$ cat config.mk
export PLATFORM = sky130hd
export DESIGN_NAME = timed_valve_zone_table_unit
export DESIGN_NICKNAME = d
export VERILOG_FILES = /design/src/hw/rtl/tvzt_pkg.sv /design/src/hw/rtl/tvzt_table.sv /design/src/hw/rtl/timed_valve_zone_table_unit.sv
export SDC_FILE = /design/constraint.sdc
export NUM_CORES = 2
export LEC_CHECK = 0
export BUFFER_PORTS_ARGS = -buffer_cell sky130_fd_sc_hd__buf_2
export CAP_MARGIN = 15
export CORE_MARGIN = 3
export CORE_UTILIZATION = 61
export DETAILED_ROUTE_END_ITERATION = 16
export PLACE_DENSITY = 0.88
export REMOVE_ABC_BUFFERS = 1
export SETUP_SLACK_MARGIN = 0.02
export SYNTH_ARGS = -nofsm -noshare
export SYNTH_HDL_FRONTEND = slang
export SYNTH_SLANG_ARGS = --single-unit
$ cat constraint.sdc
create_clock -name aclk -period 13.98 [get_ports aclk]
set_input_delay 0.699 -clock aclk [delete_from_list [all_inputs] [get_ports aclk]]
set_output_delay 0.699 -clock aclk [all_outputs]
set_load 0.005 [all_outputs]
$ cat src/hw/rtl/tvzt_pkg.sv
package tvzt_pkg;

    localparam int TABLE_SIZE = 8;
    localparam int IDX_W      = (TABLE_SIZE > 1) ? $clog2(TABLE_SIZE) : 1;
    localparam logic [IDX_W-1:0] LAST_IDX = IDX_W'(TABLE_SIZE - 1);

    localparam int ZONE_W = 16;
    localparam int TIME_W = 32;
    localparam int MASK_W = 64;
    localparam int TZ_W   = 16;
    localparam int OFFS_W = TZ_W + 6;
    localparam int SEC_PER_MIN = 60;

    localparam int S_DATA_W = 208;
    localparam int M_DATA_W = 120;

    localparam logic [1:0] REQ_TICK      = 2'd0;
    localparam logic [1:0] REQ_ADD       = 2'd1;
    localparam logic [1:0] REQ_STOP_MASK = 2'd2;
    localparam logic [1:0] REQ_STOP_ALL  = 2'd3;

    localparam logic [1:0] PH_PENDING = 2'd0;
    localparam logic [1:0] PH_RUNNING = 2'd1;
    localparam logic [1:0] PH_STOPREQ = 2'd2;
    localparam logic [1:0] PH_STOPPED = 2'd3;

    localparam logic [1:0] KIND_SUMMARY = 2'd0;
    localparam logic [1:0] KIND_START   = 2'd1;
    localparam logic [1:0] KIND_FINISH  = 2'd2;

    typedef struct packed {
        logic [ZONE_W-1:0] zone;
        logic [1:0]        phase;
        logic [TIME_W-1:0] start;
        logic [TIME_W-1:0] stop;
        logic [MASK_W-1:0] valves;
    } entry_t;

    typedef struct packed {
        logic [IDX_W-1:0]  idx;
        logic              zone_we;
        logic [ZONE_W-1:0] zone;
        logic              phase_we;
        logic [1:0]        phase;
        logic              fill_we;
        logic [TIME_W-1:0] start;
        logic [TIME_W-1:0] stop;
        logic [MASK_W-1:0] valves;
    } wr_cmd_t;

endpackage

$ cat src/hw/rtl/tvzt_table.sv
module tvzt_table (
    input  logic                          aclk,
    input  logic                          aresetn,
    input  logic [tvzt_pkg::IDX_W-1:0]    rd_idx,
    output tvzt_pkg::entry_t              rd_entry,
    input  tvzt_pkg::wr_cmd_t             wr
);

    logic [tvzt_pkg::ZONE_W-1:0] zone_reg   [tvzt_pkg::TABLE_SIZE];
    logic [1:0]                  phase_reg  [tvzt_pkg::TABLE_SIZE];
    logic [tvzt_pkg::TIME_W-1:0] start_reg  [tvzt_pkg::TABLE_SIZE];
    logic [tvzt_pkg::TIME_W-1:0] stop_reg   [tvzt_pkg::TABLE_SIZE];
    logic [tvzt_pkg::MASK_W-1:0] valves_reg [tvzt_pkg::TABLE_SIZE];

    always_ff @(posedge aclk) begin
        if (!aresetn) begin
            for (int n = 0; n < tvzt_pkg::TABLE_SIZE; n++) begin
                zone_reg[n] <= '0;
            end
        end else if (wr.zone_we) begin
            zone_reg[wr.idx] <= wr.zone;
        end
    end

    always_ff @(posedge aclk) begin
        if (wr.phase_we) begin
            phase_reg[wr.idx] <= wr.phase;
        end
        if (wr.fill_we) begin
            start_reg[wr.idx]  <= wr.start;
            stop_reg[wr.idx]   <= wr.stop;
            valves_reg[wr.idx] <= wr.valves;
        end
    end

    assign rd_entry.zone   = zone_reg[rd_idx];
    assign rd_entry.phase  = phase_reg[rd_idx];
    assign rd_entry.start  = start_reg[rd_idx];
    assign rd_entry.stop   = stop_reg[rd_idx];
    assign rd_entry.valves = valves_reg[rd_idx];

endmodule

$ cat src/hw/rtl/timed_valve_zone_table_unit.sv
// Timed valve zone table.
// Requests enter on the s_ channel (tuser = request type, tdata = zone id,
// run time, valve mask, current time, valve state). Each request yields zero
// or more start/finish notices (m_tuser 1 or 2) and then one summary item
// (m_tuser 0, m_tlast high) carrying the valve state and status flags.
// One request is worked at a time; s_tready is high only while idle.
// Each request walks the table through the single read port, with one
// sequencer reading entry by entry: add walks it and then writes the entry,
// stop by mask / stop all walk it once, and tick walks it once and, for every
// zone that finishes, walks the whole table again to collect the valves that
// other zones still use before it loads the finish notice.
// A result waits in the output register; while the receiver stalls, the
// sequencer holds at the next notice or summary. s_tready rises at the edge
// that loads the summary. cfg_we writes the time zone offset in minutes; it
// is to be written only while idle, a rule for the user that the block
// itself does not enforce.
// Reset empties the table, clears the offset and the running flag, and drops
// any pending result.
module timed_valve_zone_table_unit (
    input  logic                            aclk,
    input  logic                            aresetn,
    input  logic                            cfg_we,
    input  logic [tvzt_pkg::TZ_W-1:0]       cfg_wdata,
    input  logic                            s_tvalid,
    output logic                            s_tready,
    // zone_id[15:0], run_time[47:16], port_mask[111:48], now_time[143:112],
    // port_state_in[207:144]
    input  logic [tvzt_pkg::S_DATA_W-1:0]   s_tdata,
    // req_type[1:0]
    input  logic [1:0]                      s_tuser,
    output logic                            m_tvalid,
    input  logic                            m_tready,
    // port_state_out[63:0], man_running[64], accepted[65], note_zone[81:66],
    // note_time[113:82], zero[119:114]
    output logic [tvzt_pkg::M_DATA_W-1:0]   m_tdata,
    // note_kind[1:0]
    output logic [1:0]                      m_tuser,
    output logic                            m_tlast
);

    typedef enum logic [2:0] {
        S_IDLE,
        S_ADD_WALK,
        S_ADD_WR,
        S_STOP_WALK,
        S_TICK,
        S_USED,
        S_FIN,
        S_SUM
    } state_t;

    state_t                        state_reg;
    logic [tvzt_pkg::IDX_W-1:0]    i_reg;
    logic [tvzt_pkg::IDX_W-1:0]    k_reg;
    logic [tvzt_pkg::IDX_W-1:0]    cur_idx_reg;
    logic [tvzt_pkg::ZONE_W-1:0]   cur_zone_reg;
    logic [tvzt_pkg::TIME_W-1:0]   cur_start_reg;
    logic [tvzt_pkg::MASK_W-1:0]   cur_valves_reg;
    logic [tvzt_pkg::MASK_W-1:0]   used_reg;

    logic [1:0]                    req_reg;
    logic [tvzt_pkg::ZONE_W-1:0]   zone_reg;
    logic [tvzt_pkg::TIME_W-1:0]   run_reg;
    logic [tvzt_pkg::MASK_W-1:0]   mask_reg;
    logic [tvzt_pkg::TIME_W-1:0]   now_reg;
    logic [tvzt_pkg::MASK_W-1:0]   ports_reg;
    logic                          acc_reg;

    logic                          match_found_reg;
    logic [tvzt_pkg::IDX_W-1:0]    match_idx_reg;
    logic                          free_found_reg;
    logic [tvzt_pkg::IDX_W-1:0]    free_idx_reg;

    logic [tvzt_pkg::TZ_W-1:0]     tz_reg;
    logic                          any_running_reg;

    logic                          out_valid_reg;
    logic [1:0]                    out_kind_reg;
    logic                          out_last_reg;
    logic [tvzt_pkg::MASK_W-1:0]   out_ports_reg;
    logic                          out_run_reg;
    logic                          out_acc_reg;
    logic [tvzt_pkg::ZONE_W-1:0]   out_zone_reg;
    logic [tvzt_pkg::TIME_W-1:0]   out_time_reg;

    logic [tvzt_pkg::IDX_W-1:0]    rd_idx;
    tvzt_pkg::entry_t              rd;
    tvzt_pkg::wr_cmd_t             wr;
    logic                          slot_free;
    logic                          occupied;
    logic [tvzt_pkg::OFFS_W-1:0]   offs;
    logic [tvzt_pkg::TIME_W-1:0]   stamp;
    logic                          tick_run;

    assign slot_free = !out_valid_reg || m_tready;
    assign occupied  = (rd.zone != '0);
    assign offs      = tvzt_pkg::OFFS_W'(tz_reg) * tvzt_pkg::OFFS_W'(tvzt_pkg::SEC_PER_MIN);
    assign stamp     = cur_start_reg - tvzt_pkg::TIME_W'(offs);
    assign tick_run  = (ports_reg != '0);

    always_comb begin
        case (state_reg)
            S_USED:  rd_idx = k_reg;
            S_FIN:   rd_idx = cur_idx_reg;
            default: rd_idx = i_reg;
        endcase
    end

    tvzt_table u_table (
        .aclk     (aclk),
        .aresetn  (aresetn),
        .rd_idx   (rd_idx),
        .rd_entry (rd),
        .wr       (wr)
    );

    always_comb begin
        wr          = '0;
        wr.idx      = i_reg;
        wr.zone     = zone_reg;
        wr.start    = now_reg;
        wr.stop     = now_reg + run_reg;
        wr.valves   = mask_reg;
        case (state_reg)
            S_ADD_WR: begin
                wr.idx = match_found_reg ? match_idx_reg : free_idx_reg;
                if (match_found_reg || free_found_reg) begin
                    wr.zone_we  = 1'b1;
                    wr.phase_we = 1'b1;
                    wr.fill_we  = 1'b1;
                    wr.phase    = (run_reg != '0) ? tvzt_pkg::PH_PENDING
                                                  : tvzt_pkg::PH_STOPREQ;
                end
            end
            S_STOP_WALK: begin
                wr.phase = tvzt_pkg::PH_STOPREQ;
                if (occupied && (req_reg == tvzt_pkg::REQ_STOP_ALL ||
                                 (mask_reg & rd.valves) != '0)) begin
                    wr.phase_we = 1'b1;
                end
            end
            S_TICK: begin
                if (occupied && rd.phase == tvzt_pkg::PH_PENDING && slot_free) begin
                    wr.phase_we = 1'b1;
                    wr.phase    = tvzt_pkg::PH_RUNNING;
                end else if (occupied && rd.phase == tvzt_pkg::PH_RUNNING &&
                             now_reg >= rd.stop) begin
                    wr.phase_we = 1'b1;
                    wr.phase    = tvzt_pkg::PH_STOPREQ;
                end
            end
            S_FIN: begin
                wr.idx   = cur_idx_reg;
                wr.zone  = '0;
                wr.phase = tvzt_pkg::PH_STOPPED;
                if (slot_free) begin
                    wr.zone_we  = 1'b1;
                    wr.phase_we = 1'b1;
                end
            end
            default: begin
            end
        endcase
    end

    always_ff @(posedge aclk) begin
        if (!aresetn) begin
            state_reg       <= S_IDLE;
            out_valid_reg   <= 1'b0;
            any_running_reg <= 1'b0;
            tz_reg          <= '0;
            i_reg           <= '0;
            k_reg           <= '0;
        end else begin
            if (cfg_we) begin
                tz_reg <= cfg_wdata;
            end
            if (m_tready) begin
                out_valid_reg <= 1'b0;
            end
            case (state_reg)
                S_IDLE: begin
                    if (s_tvalid) begin
                        req_reg         <= s_tuser;
                        zone_reg        <= s_tdata[15:0];
                        run_reg         <= s_tdata[47:16];
                        mask_reg        <= s_tdata[111:48];
                        now_reg         <= s_tdata[143:112];
                        ports_reg       <= s_tdata[207:144];
                        acc_reg         <= 1'b1;
                        match_found_reg <= 1'b0;
                        free_found_reg  <= 1'b0;
                        i_reg           <= '0;
                        case (s_tuser)
                            tvzt_pkg::REQ_TICK: state_reg <= S_TICK;
                            tvzt_pkg::REQ_ADD:  state_reg <= S_ADD_WALK;
                            default:            state_reg <= S_STOP_WALK;
                        endcase
                    end
                end
                S_ADD_WALK: begin
                    if (!match_found_reg && rd.zone == zone_reg) begin
                        match_found_reg <= 1'b1;
                        match_idx_reg   <= i_reg;
                    end
                    if (!free_found_reg && !occupied) begin
                        free_found_reg <= 1'b1;
                        free_idx_reg   <= i_reg;
                    end
                    if (i_reg == tvzt_pkg::LAST_IDX) begin
                        state_reg <= S_ADD_WR;
                    end else begin
                        i_reg <= i_reg + 1'b1;
                    end
                end
                S_ADD_WR: begin
                    acc_reg   <= match_found_reg || free_found_reg;
                    state_reg <= S_SUM;
                end
                S_STOP_WALK: begin
                    if (i_reg == tvzt_pkg::LAST_IDX) begin
                        state_reg <= S_SUM;
                    end else begin
                        i_reg <= i_reg + 1'b1;
                    end
                end
                S_TICK: begin
                    if (occupied && rd.phase == tvzt_pkg::PH_STOPREQ) begin
                        cur_idx_reg    <= i_reg;
                        cur_zone_reg   <= rd.zone;
                        cur_start_reg  <= rd.start;
                        cur_valves_reg <= rd.valves;
                        used_reg       <= '0;
                        k_reg          <= '0;
                        state_reg      <= S_USED;
                    end else if (occupied && rd.phase == tvzt_pkg::PH_PENDING &&
                                 !slot_free) begin
                        state_reg <= S_TICK;
                    end else begin
                        if (occupied && (rd.phase == tvzt_pkg::PH_PENDING ||
                                         rd.phase == tvzt_pkg::PH_RUNNING)) begin
                            ports_reg <= ports_reg | rd.valves;
                        end
                        if (occupied && rd.phase == tvzt_pkg::PH_PENDING) begin
                            out_valid_reg <= 1'b1;
                            out_kind_reg  <= tvzt_pkg::KIND_START;
                            out_last_reg  <= 1'b0;
                            out_ports_reg <= '0;
                            out_run_reg   <= 1'b0;
                            out_acc_reg   <= 1'b0;
                            out_zone_reg  <= rd.zone;
                            out_time_reg  <= '0;
                        end
                        if (i_reg == tvzt_pkg::LAST_IDX) begin
                            state_reg <= S_SUM;
                        end else begin
                            i_reg <= i_reg + 1'b1;
                        end
                    end
                end
                S_USED: begin
                    if (k_reg != cur_idx_reg && occupied) begin
                        used_reg <= used_reg | rd.valves;
                    end
                    if (k_reg == tvzt_pkg::LAST_IDX) begin
                        state_reg <= S_FIN;
                    end else begin
                        k_reg <= k_reg + 1'b1;
                    end
                end
                S_FIN: begin
                    if (slot_free) begin
                        ports_reg     <= ports_reg & ~(cur_valves_reg & ~used_reg);
                        out_valid_reg <= 1'b1;
                        out_kind_reg  <= tvzt_pkg::KIND_FINISH;
                        out_last_reg  <= 1'b0;
                        out_ports_reg <= '0;
                        out_run_reg   <= 1'b0;
                        out_acc_reg   <= 1'b0;
                        out_zone_reg  <= cur_zone_reg;
                        out_time_reg  <= stamp;
                        if (i_reg == tvzt_pkg::LAST_IDX) begin
                            state_reg <= S_SUM;
                        end else begin
                            i_reg     <= i_reg + 1'b1;
                            state_reg <= S_TICK;
                        end
                    end
                end
                S_SUM: begin
                    if (slot_free) begin
                        out_valid_reg <= 1'b1;
                        out_kind_reg  <= tvzt_pkg::KIND_SUMMARY;
                        out_last_reg  <= 1'b1;
                        out_ports_reg <= ports_reg;
                        out_acc_reg   <= acc_reg;
                        out_zone_reg  <= '0;
                        out_time_reg  <= '0;
                        if (req_reg == tvzt_pkg::REQ_TICK) begin
                            any_running_reg <= tick_run;
                            out_run_reg     <= tick_run;
                        end else begin
                            out_run_reg <= any_running_reg;
                        end
                        state_reg <= S_IDLE;
                    end
                end
                default: begin
                    state_reg <= S_IDLE;
                end
            endcase
        end
    end

    assign s_tready = (state_reg == S_IDLE);
    assign m_tvalid = out_valid_reg;
    assign m_tuser  = out_kind_reg;
    assign m_tlast  = out_last_reg;
    assign m_tdata  = {6'b0, out_time_reg, out_zone_reg, out_acc_reg, out_run_reg,
                       out_ports_reg};

    a_busy_after_accept: assert property (@(posedge aclk) disable iff (!aresetn)
        s_tvalid && s_tready |=> !s_tready)
        else $error("request taken while a request is in progress");

    a_last_is_summary: assert property (@(posedge aclk) disable iff (!aresetn)
        m_tvalid && m_tlast |-> m_tuser == tvzt_pkg::KIND_SUMMARY)
        else $error("final result is not a summary");

    a_notice_fields: assert property (@(posedge aclk) disable iff (!aresetn)
        m_tvalid && !m_tlast |-> m_tdata[65:0] == '0 &&
                                 (m_tuser == tvzt_pkg::KIND_START ||
                                  m_tuser == tvzt_pkg::KIND_FINISH))
        else $error("malformed notice");

    a_used_walk: assert property (@(posedge aclk) disable iff (!aresetn)
        state_reg == S_USED |=> state_reg == S_USED || state_reg == S_FIN)
        else $error("overlap walk left early");

endmodule
==> out/results.tsv <==
stage	metric	value	unit
outcome	status	finished, final reports clean	
cells_and_area	post-route cell area	0.0810	mm^2
pwr	Net Sw Frac	33.8	%
pwr	Clock power frac	28.6	%
clocking	CTS sink count	1710	
floorplanning	die height	351	um
logic_synthesis	Post-synth EDFFs	1683	
sta	Worst Tran Pin Value	1.25	ns
cells_and_area	max reg flops	512	
sta	Fin. Hold Viols	0	
cells_and_area	layout cell share with drive strength beyond 1	11.7	%
cells_and_area	NumNets Final	6212	
detailed_routing	1st-iter DRT viols	8298	
place	placed standard-cell area	0.0760	mm^2
detailed_routing	Initial DRT Pass Iterations	8	
global_route	first-pass GRT wire length	297	mm
global_route	initial antenna violation count	10	
sta	RSZ-0062 raised after global routing	no	
sta	post-route setup slack	6.60	ns
logic_synthesis	Post-synth ARST share	0	%
sta	Hold WS	0.0740	ns
global_route	vias in the first global route	48600	
setup_path	Setup CP Type	reg -> reg	
global_route	Overall Global Routing Usage	32.4	%
clocking	CTS tree	done	
place	worst slack at placement	6.90	ns
run	Max Cap Violations	0	
logic_synthesis	Syn Area/Cell	13.1	um^2
clocking	CTS clock-pin slew for the worst setup and hold paths	0.07	ns
pwr	sequential share of power	44.0	%
floorplanning	Initial Utilization	61.6	%
hold_path	Worst Hold Class	in -> reg	
clocking	root buf cell	clkbuf_16	
clocking	Setup Buffers After CTS	0	
cells_and_area	Filler cells	7363	
clocking	post-CTS sizing	0	
clocking	CTS HTree Levels	4	
cells_and_area	Synth-to-Final Area Change	11.2	%
floorplanning	IO Pins	356	
logic_synthesis	Synth cell types	86	
logic_synthesis	largest family of logic cells by synthesized area	simple AND/OR/NAND/NOR gates	
detailed_routing	overall routed net length	203	mm
clocking	Skew-Pair Late Insertion Delay	0.80	ns
pwr	cell area power density	179	mW/mm^2
setup_path	slowest CP cell	dfxtp_1	
logic_synthesis	adder-cell area share of the yosys netlist	2.74	%
pwr	Comb pwr share	27.4	%
cells_and_area	final core area utilization	68.5	%
floorplanning	cell row count	126	
pwr	total power	14.5	mW
clocking	CTS Buf Count	164	
detailed_routing	via count	49900	
floorplanning	total die area	0.124	mm^2
logic_synthesis	Mapped Area	0.0728	mm^2
floorplanning	core area	0.118	mm^2
sta	post-route clock period utilization	52.8	%
pwr	Int Power	9.59	mW
pwr	Pleak	29.3	nW
global_route	largest net degree at the start of global routing	174	
setup_path	Worst Path Required	14.43	ns
floorplanning	Die Wd	351	um
setup_path	Worst EP arrival	7.83	ns
setup_path	CP Buf/Inv Count	3	
sta	FMAX	0.136	GHz
detailed_routing	DR DRC count	0	
logic_synthesis	Main synth FF type	edfxtp_1	
setup_path	crit path cell chain	nor3b_1 -> a311o_1 -> nor2_4 -> buf_12 -> buf_12 -> buf_4 -> nand2_1 -> nand3_1 -> and3_1 -> a31oi_1 -> ha_1 -> a21o_1 -> a21oi_1 -> o31ai_1 -> a211oi_1 -> o211ai_1 -> a31oi_1 -> or4b_1 -> a21o_1 -> o31ai_1	
logic_synthesis	multiplexer share of the synthesized area	3.32	%
sta	Setup Skew	0.0339	ns
global_route	grt total ovfl	0	
place	DP Wirelength	124	mm
logic_synthesis	top post-synthesis cells by area	edfxtp_1, nand2_1, mux2i_1, nor2_1, nand3_1	
setup_path	CP Max Fanout	173	
sta	setup violators final	0	
logic_synthesis	Yosys top cell by area	edfxtp_1	
pwr	peak supply drop	0.150	mV
logic_synthesis	XOR/XNOR Fraction of Synth Area	0.986	%
sta	Slew headroom	16.8	%
detailed_routing	Routed Antenna Nets	0	
clocking	Post-CTS Hold Buffers	0	
setup_path	CP top delay family	compound AO/OA/AOI/OAI gates	
logic_synthesis	post-synth top area share	69.4	%
logic_synthesis	synth warn	0	
setup_path	largest stage delay on the critical path	0.81	ns
clocking	Clock Path Buffers	3	
setup_path	crit end category	flip-flop	
pwr	total net switching power	4.90	mW
setup_path	CP startpoint kind	flip-flop	
logic_synthesis	#FFs+latches synth	1710	
logic_synthesis	Synth Area in Simple Gates	12.8	%
sta	Slew Limit Fails	0	
detailed_routing	drt wl/cell	27.1	um
detailed_routing	vias per cell	6.64	
logic_synthesis	compound-gate portion of the synthesized area	7.66	%
logic_synthesis	register area share after synthesis	70.1	%
sta	min Tclk post-route	7.38	ns
logic_synthesis	Mapped Cells	5538	
place	routability congestion estimate	0.928	
place	PortBufs	349	
layout make-up:
type                    instances  area (um^2)  share of cell area, %
diodes                          9         22.5                 0.0278
repair buffers                422         2410                   2.98
clock inverters                85          578                  0.714
flip-flops and latches       1710        51100                   63.1
clock buffers                 200         4300                   5.32
well taps                    1536         1920                   2.37
multi-input cells            3421        20200                   24.9
inverters                     121          455                  0.563
kinds of logic after synthesis:
group,Yosys count
xor+xnor,82
flops,1710
other cells,1
fa+ha+maj,141
mux,240
simple gates,2135
buf+inv,412
compound gates,817
layout by cell type, fill, tap and decap left out, types with 42 or more instances in the layout:
| master | netlist | routed |
|---|---|---|
| a31oi_1 | 57 | 57 |
| a21oi_1 | 178 | 178 |
| nand3_1 | 300 | 299 |
| clkbuf_16 | 0 | 167 |
| nand2b_1 | 73 | 73 |
| buf_4 | 20 | 63 |
| xor2_1 | 47 | 47 |
| mux2i_1 | 229 | 229 |
| o21ai_0 | 159 | 158 |
| nor2_1 | 430 | 426 |
| nand2_1 | 1049 | 1046 |
| and2_1 | 60 | 59 |
| ha_1 | 110 | 110 |
| edfxtp_1 | 1683 | 1683 |
| buf_2 | 59 | 349 |
| inv_1 | 120 | 120 |
| a32oi_1 | 55 | 55 |
| nor4_1 | 42 | 42 |
| and3_1 | 64 | 62 |
Yosys cell counts (9+ instances only):
cell type / number
inv_1: 120
clkbuf_1: 172
o31ai_1: 41
o211ai_1: 39
mux2i_1: 229
a221oi_1: 32
o21bai_1: 9
mux2_2: 10
nor2_1: 430
o2111ai_1: 9
edfxtp_1: 1683
a32o_1: 29
nand2b_1: 73
xnor2_1: 35
buf_2: 59
a31oi_1: 57
buf_4: 20
o21ai_0: 159
o21a_1: 15
a21oi_1: 178
nand3_1: 300
nand4_1: 17
buf_1: 38
dfxtp_1: 27
o22ai_1: 13
ha_1: 110
a211oi_1: 23
xor2_1: 47
nor2b_1: 19
nand2_1: 1049
a22o_1: 23
and3_1: 64
and2_1: 60
a22oi_1: 14
or3_1: 9
nor3_1: 38
a21o_1: 37
nor4_1: 42
a32oi_1: 55
fa_1: 31
a221o_1: 14
power by group through the flow:
stage	Combinational, mW	Clock [mW]	Sequential, mW
2_1_floorplan	2.91	0	6.41
3_3_place_gp	3.58	0	6.45
4_1_cts	3.84	4.14	6.36
3_5_place_dp	3.76	0	6.47
6_report	3.97	4.15	6.38
5_1_grt	4.22	4.34	6.39
metrics by stage:
step                TNS [ns]  cells
detailed placement         0   7207
global route               0   7501
CTS                        0   7492
global placement           0   7207
finish                     0   7504
floorplan            -588.29   5252
worst paths after layout:
kind / startpoint / slack [ns] / cells after the start / endpoint
max reg2reg: state_reg[0] / 6.60 / 20 / u_table.phase_reg[2][1]
max: state_reg[0] / 6.60 / 20 / u_table.phase_reg[2][1]
min: s_tdata[110] / 0.07 / 1 / mask_reg[62]
min reg2reg: tz_reg[9] / 0.51 / 2 / tz_reg[9]
per-layer routing:
| layer | global-route usage, % | wire (um) | up-vias | part of all wire (%) |
|---|---|---|---|---|
| met5 | 0 | 23 | - | 0.011 |
| met2 | 51.3 | 94400 | 4191 | 46 |
| met1 | 40.8 | 67100 | 23800 | 33 |
| met4 | 20.0 | 14200 | 4 | 7.0 |
| met3 | 7.85 | 27500 | 782 | 14 |
| li1 | - | - | 21100 | - |
(Power assumes the default switching activity.)
